`config.mk`:
```
export PLATFORM = sky130hd
export DESIGN_NAME = sawlc_ctrl
export DESIGN_NICKNAME = d
export VERILOG_FILES = /design/src/rtl/core/sawlc_pkg.sv /design/src/rtl/core/sawlc_ctrl.sv
export SDC_FILE = /design/constraint.sdc
export NUM_CORES = 1
export LEC_CHECK = 0
export ABC_AREA = 1
export BUFFER_PORTS_ARGS = -buffer_cell sky130_fd_sc_hd__buf_2
export CAP_MARGIN = 20
export CORE_AREA = 2 2 39 41
export DETAILED_ROUTE_END_ITERATION = 8
export DIE_AREA = 0 0 41 43
export PLACE_DENSITY = 0.47
export SETUP_SLACK_MARGIN = 0.1
export SYNTH_ARGS = -nofsm -noshare
export SYNTH_HDL_FRONTEND = slang
export SYNTH_SLANG_ARGS = --single-unit
```
`constraint.sdc`:
```
create_clock -name clock -period 1.6 [get_ports clock]
set_clock_uncertainty 0.15 [all_clocks]
set_input_delay 0.08 -clock clock [delete_from_list [all_inputs] [get_ports clock]]
set_output_delay 0.08 -clock clock [all_outputs]
set_load 0.02 [all_outputs]
```
`src/rtl/core/sawlc_pkg.sv`:
```
// ----------------------------------------------------------------------------
// sawlc_pkg
// Shared types and constants of the set-associative write-back LRU cache.
// ----------------------------------------------------------------------------
package sawlc_pkg;

   localparam int DEF_NUM_SETS         = 64;
   localparam int DEF_WAYS             = 4;
   localparam int DEF_BLOCK_BYTES      = 16;
   localparam int DEF_ADDR_BITS        = 16;
   localparam int DEF_MAX_ACCESS_BYTES = 8;

   localparam logic [7:0] FILL_BYTE = 8'h30;

   localparam logic OP_LOAD  = 1'b0;
   localparam logic OP_STORE = 1'b1;

   typedef struct packed {
      logic        op;
      logic [15:0] address;
      logic [3:0]  access_bytes;
      logic [63:0] store_data;
   } req_type;

   typedef struct packed {
      logic        hit;
      logic [63:0] load_data;
      logic        crosses_block;
   } rsp_type;

   typedef struct packed {
      logic clear;
      logic accept;
      logic look;
      logic wb;
      logic fill;
      logic acc;
      logic rsp_load;
   } cmd_type;

   typedef struct packed {
      logic clear_last;
      logic crosses;
      logic hit;
      logic victim_dirty;
   } sts_type;

endpackage

```
`src/rtl/core/sawlc_ctrl.sv`:
```
// ----------------------------------------------------------------------------
// sawlc_ctrl
// Sequencer of the cache: memory clearing pass, lookup, write-back, fill,
// access and result hand-off.
// ----------------------------------------------------------------------------
module sawlc_ctrl
   import sawlc_pkg::*;
(
   input  logic    clock,
   input  logic    reset,
   input  logic    req_valid,
   output logic    req_stall,
   output logic    rsp_valid,
   input  logic    rsp_stall,
   output cmd_type cmd,
   input  sts_type sts
);

   localparam logic [2:0] S_CLEAR = 3'd0;
   localparam logic [2:0] S_IDLE  = 3'd1;
   localparam logic [2:0] S_LOOK  = 3'd2;
   localparam logic [2:0] S_WB    = 3'd3;
   localparam logic [2:0] S_FILL  = 3'd4;
   localparam logic [2:0] S_ACC   = 3'd5;
   localparam logic [2:0] S_RESP  = 3'd6;

   logic [2:0] state_ff, state_in;
   logic       rsp_valid_ff, rsp_valid_in;
   logic       accept;

   assign req_stall = (state_ff != S_IDLE);
   assign accept    = req_valid && !req_stall;
   assign rsp_valid = rsp_valid_ff;

   always_comb begin
      state_in     = state_ff;
      cmd          = '0;
      cmd.accept   = accept;
      case (state_ff)
         S_CLEAR: begin
            cmd.clear = 1'b1;
            if (sts.clear_last) state_in = S_IDLE;
         end
         S_IDLE: begin
            if (accept) state_in = S_LOOK;
         end
         S_LOOK: begin
            cmd.look = 1'b1;
            if (sts.crosses)           state_in = S_RESP;
            else if (sts.hit)          state_in = S_ACC;
            else if (sts.victim_dirty) state_in = S_WB;
            else                       state_in = S_FILL;
         end
         S_WB: begin
            cmd.wb   = 1'b1;
            state_in = S_FILL;
         end
         S_FILL: begin
            cmd.fill = 1'b1;
            state_in = S_ACC;
         end
         S_ACC: begin
            cmd.acc  = 1'b1;
            state_in = S_RESP;
         end
         S_RESP: begin
            if (!rsp_valid_ff || !rsp_stall) begin
               cmd.rsp_load = 1'b1;
               state_in     = S_IDLE;
            end
         end
         default: state_in = S_IDLE;
      endcase
      rsp_valid_in = cmd.rsp_load || (rsp_valid_ff && rsp_stall);
   end

   always_ff @(posedge clock) begin
      if (reset) begin
         state_ff     <= S_CLEAR;
         rsp_valid_ff <= 1'b0;
      end else begin
         state_ff     <= state_in;
         rsp_valid_ff <= rsp_valid_in;
      end
   end

`ifndef SYNTHESIS
   a_accept_look: assert property (@(posedge clock) disable iff (reset)
      accept |=> state_ff == S_LOOK) else $error("accepted item did not start lookup");
   a_wb_fill: assert property (@(posedge clock) disable iff (reset)
      state_ff == S_WB |=> state_ff == S_FILL) else $error("write-back not followed by fill");
   a_acc_resp: assert property (@(posedge clock) disable iff (reset)
      state_ff == S_ACC |=> state_ff == S_RESP) else $error("access not followed by result");
   a_resp_hold: assert property (@(posedge clock) disable iff (reset)
      (state_ff == S_RESP && rsp_valid_ff && rsp_stall) |=> state_ff == S_RESP)
      else $error("result overwritten while stalled");
`endif

endmodule

```
==> flow_summary_export.csv <==
group,metric,value,unit
power_and_ir_drop,p_switching,0.187,mW
drt,wl_per_cell,7.42,um
floorplan,num_rows,14,
global_routing,grtUsageTotal,9.85,%
cts,cts_resized,0,
timing,whs,0.0510,ns
cts,cts.sinks,4,
cts,cts_buffer_depth,2,
drt,drt-pass1-iter-count,4,
yosys,synthesis.area,313,um^2
power_and_ir_drop,leakagePower,0.279,nW
cts,htreeDepth,1,
timing,tightestPinTransition,0.189,ns
floorplan,ios,17,
outcome,status,"finished clean",
worst_setup_path,crit_type,"flop to primary output",
placed_design,place_ws,0.326,ns
drt,drc,0,
floorplan,start_util,22.6,%
power_and_ir_drop,clock_power_share,27.6,%
drt,drt_iter0_drc,5,
power_and_ir_drop,pwr-share-seq,29.5,%
placed_design,gp_congestion,0.675,
worst_setup_path,required,1.37,ns
global_routing,grt_pass1_wl,1080,um
timing,post-route-period-util,87.4,%
cts,clkLatencyLatePin,0.24,ns
final_layout,finalNonFillerCells,92,
floorplan,dieWidth,41,um
power_and_ir_drop,irDropWorstVdd,0.368,mV
timing,slew_viol_final,0,
final_layout,syn_to_final_growth,40.0,%
power_and_ir_drop,powerDensity,1040,mW/mm^2
drt,num_vias,372,
cts,root_buffer,"clkbuf_4",
drt,ant_nets,0,
min_path,hold_path.class,"input port to flop",
placed_design,place_hpwl,605,um
global_routing,first_global_vias,316,
timing,tns,0,ns
yosys,ys_ff_latch,4,
cts,cts_tree,"built",
final_layout,diodes,0,
global_routing,grt_max_degree,6,
drt,wirelength,683,um
power_and_ir_drop,comb_power_share,42.9,%
final_layout,layout-drive-gt1-share,32.9,%
floorplan,die_y,43,um
power_and_ir_drop,p_int,0.271,mW
floorplan,design.die.area,0.00176,mm^2
timing,fmax,715,MHz
worst_setup_path,critPathMaxFanout,5,
yosys,yosys_warnings,0,
timing,worst_slack,0.202,ns
worst_setup_path,cp.arrival,1.17,ns
worst_setup_path,cp-start-kind,"flop",
floorplan,core,0.00138,mm^2
power_and_ir_drop,switching_share,40.8,%
drt,viasPerCell,4.04,
worst_setup_path,endpoint_kind,"primary output",
yosys,yosysSeqAreaShare,25.6,%
timing,rsz0062_at_grt,"false",
timing,slew_headroom,87.4,%
placed_design,dp.cells,88,
timing,setup_violations,0,
yosys,synth_area_per_cell,5.49,um^2
final_layout,final_net_count,86,
yosys,syn_nets,65,
global_routing,grt_overflow,0,
placed_design,io_buffers,16,
timing,final.min_clock_period,1.40,ns
yosys,synth_cell_type_count,12,
yosys,netlist_instances,57,
global_routing,antenna_found_initial,0,
job,drv_cap,0,
cts,clk_pin_slew,0.04,ns
cts,cts_buffers,3,
timing,hold_viol_final,0,
## repair_timing
item,CTS,global route
hold buffers,1,0
hold endpoints to repair,3,0
setup buffers,0,0
## final timing paths
path | from | endpoint | slack (ns) | cells after the start
setup reg to reg | state_ff[0] | state_ff[1] | 0.32 | 7
setup / recovery | state_ff[0] | cmd[5] | 0.20 | 5
hold / removal | rsp_stall | rsp_valid | 0.05 | 3
hold reg to reg | rsp_valid | rsp_valid | 0.40 | 2
## routing by layer
layer  wire, um  vias to the layer above  track usage [%]  part of all wire, %
met5          0                        -                0                    0
met4         30                        0             14.0                  4.4
met3         57                        4             1.57                  8.3
met2        317                       10             15.0                   46
met1        277                      153             8.39                   41
li1           -                      205                -                    -
## state kept, by name, summed over array words and instances (netlist names)
register,flops
rsp_valid,1
state_ff,3
## power groups by stage
stage	Clock, mW	Sequential [mW]	Combinational, mW
after floorplan	0	0.133	0.147
after global placement	0	0.136	0.199
after detailed placement	0	0.137	0.197
after CTS	0.134	0.135	0.199
after global routing	0.134	0.137	0.223
final	0.126	0.135	0.196
## placed cells by master, fill, tap and decap left out, drive strengths merged
cell	instances
nand2	16
buf	16
inv	14
nor2	12
dfxtp	4
nand3	3
a21oi	3
clkbuf	3
nor3	2
nand3b	2
dlygate4sd3	1
## final cells by class
| type | count | area, um^2 |
|---|---|---|
| Tap cell | 16 | 20.0 |
| Inverter | 14 | 52.6 |
| Sequential cell | 4 | 80.1 |
| Timing Repair Buffer | 17 | 90.1 |
| Fill cell | 177 | 946 |
| Clock buffer | 3 | 22.5 |
| Multi-Input combinational cell | 38 | 173 |
## metrics by stage
stage          area, um^2  power, mW  utilization, %
6_report              438      0.457            31.6
5_1_grt               438      0.494            31.6
4_1_cts               438      0.468            31.6
3_5_place_dp          405      0.334            29.3
3_3_place_gp          405      0.335            29.3
2_1_floorplan         313      0.280               -
## worst max-delay path: stages (launching register included)
cell and delay [ns]:
dfxtp_1 0.41, inv_2 0.06, nor2_2 0.14, nand2_1 0.08
nor2_1 0.08, buf_2 0.16
## cell usage after synthesis
cell	count	share of area, %
inv_1	11	13
buf_4	1	2.4
nand3b_1	2	4.8
nor2_1	9	11
a21oi_1	3	4.8
nand2_1	16	19
nor2_2	2	4.0
nor2_4	1	3.6
nand3_1	3	4.8
inv_2	3	3.6
nor3_1	2	3.2
dfxtp_1	4	26
## logic make-up (layout without fill, tap and decap cells)
kind of cell / after synthesis / after routing / synth area share (%)
AOI/OAI and AO/OA: 3 / 3 / 4.80
buffers and inverters: 15 / 34 / 19.2
DFF: 4 / 4 / 25.6
and+or+nand+nor: 35 / 35 / 50.4
(Power assumes the default switching activity.)
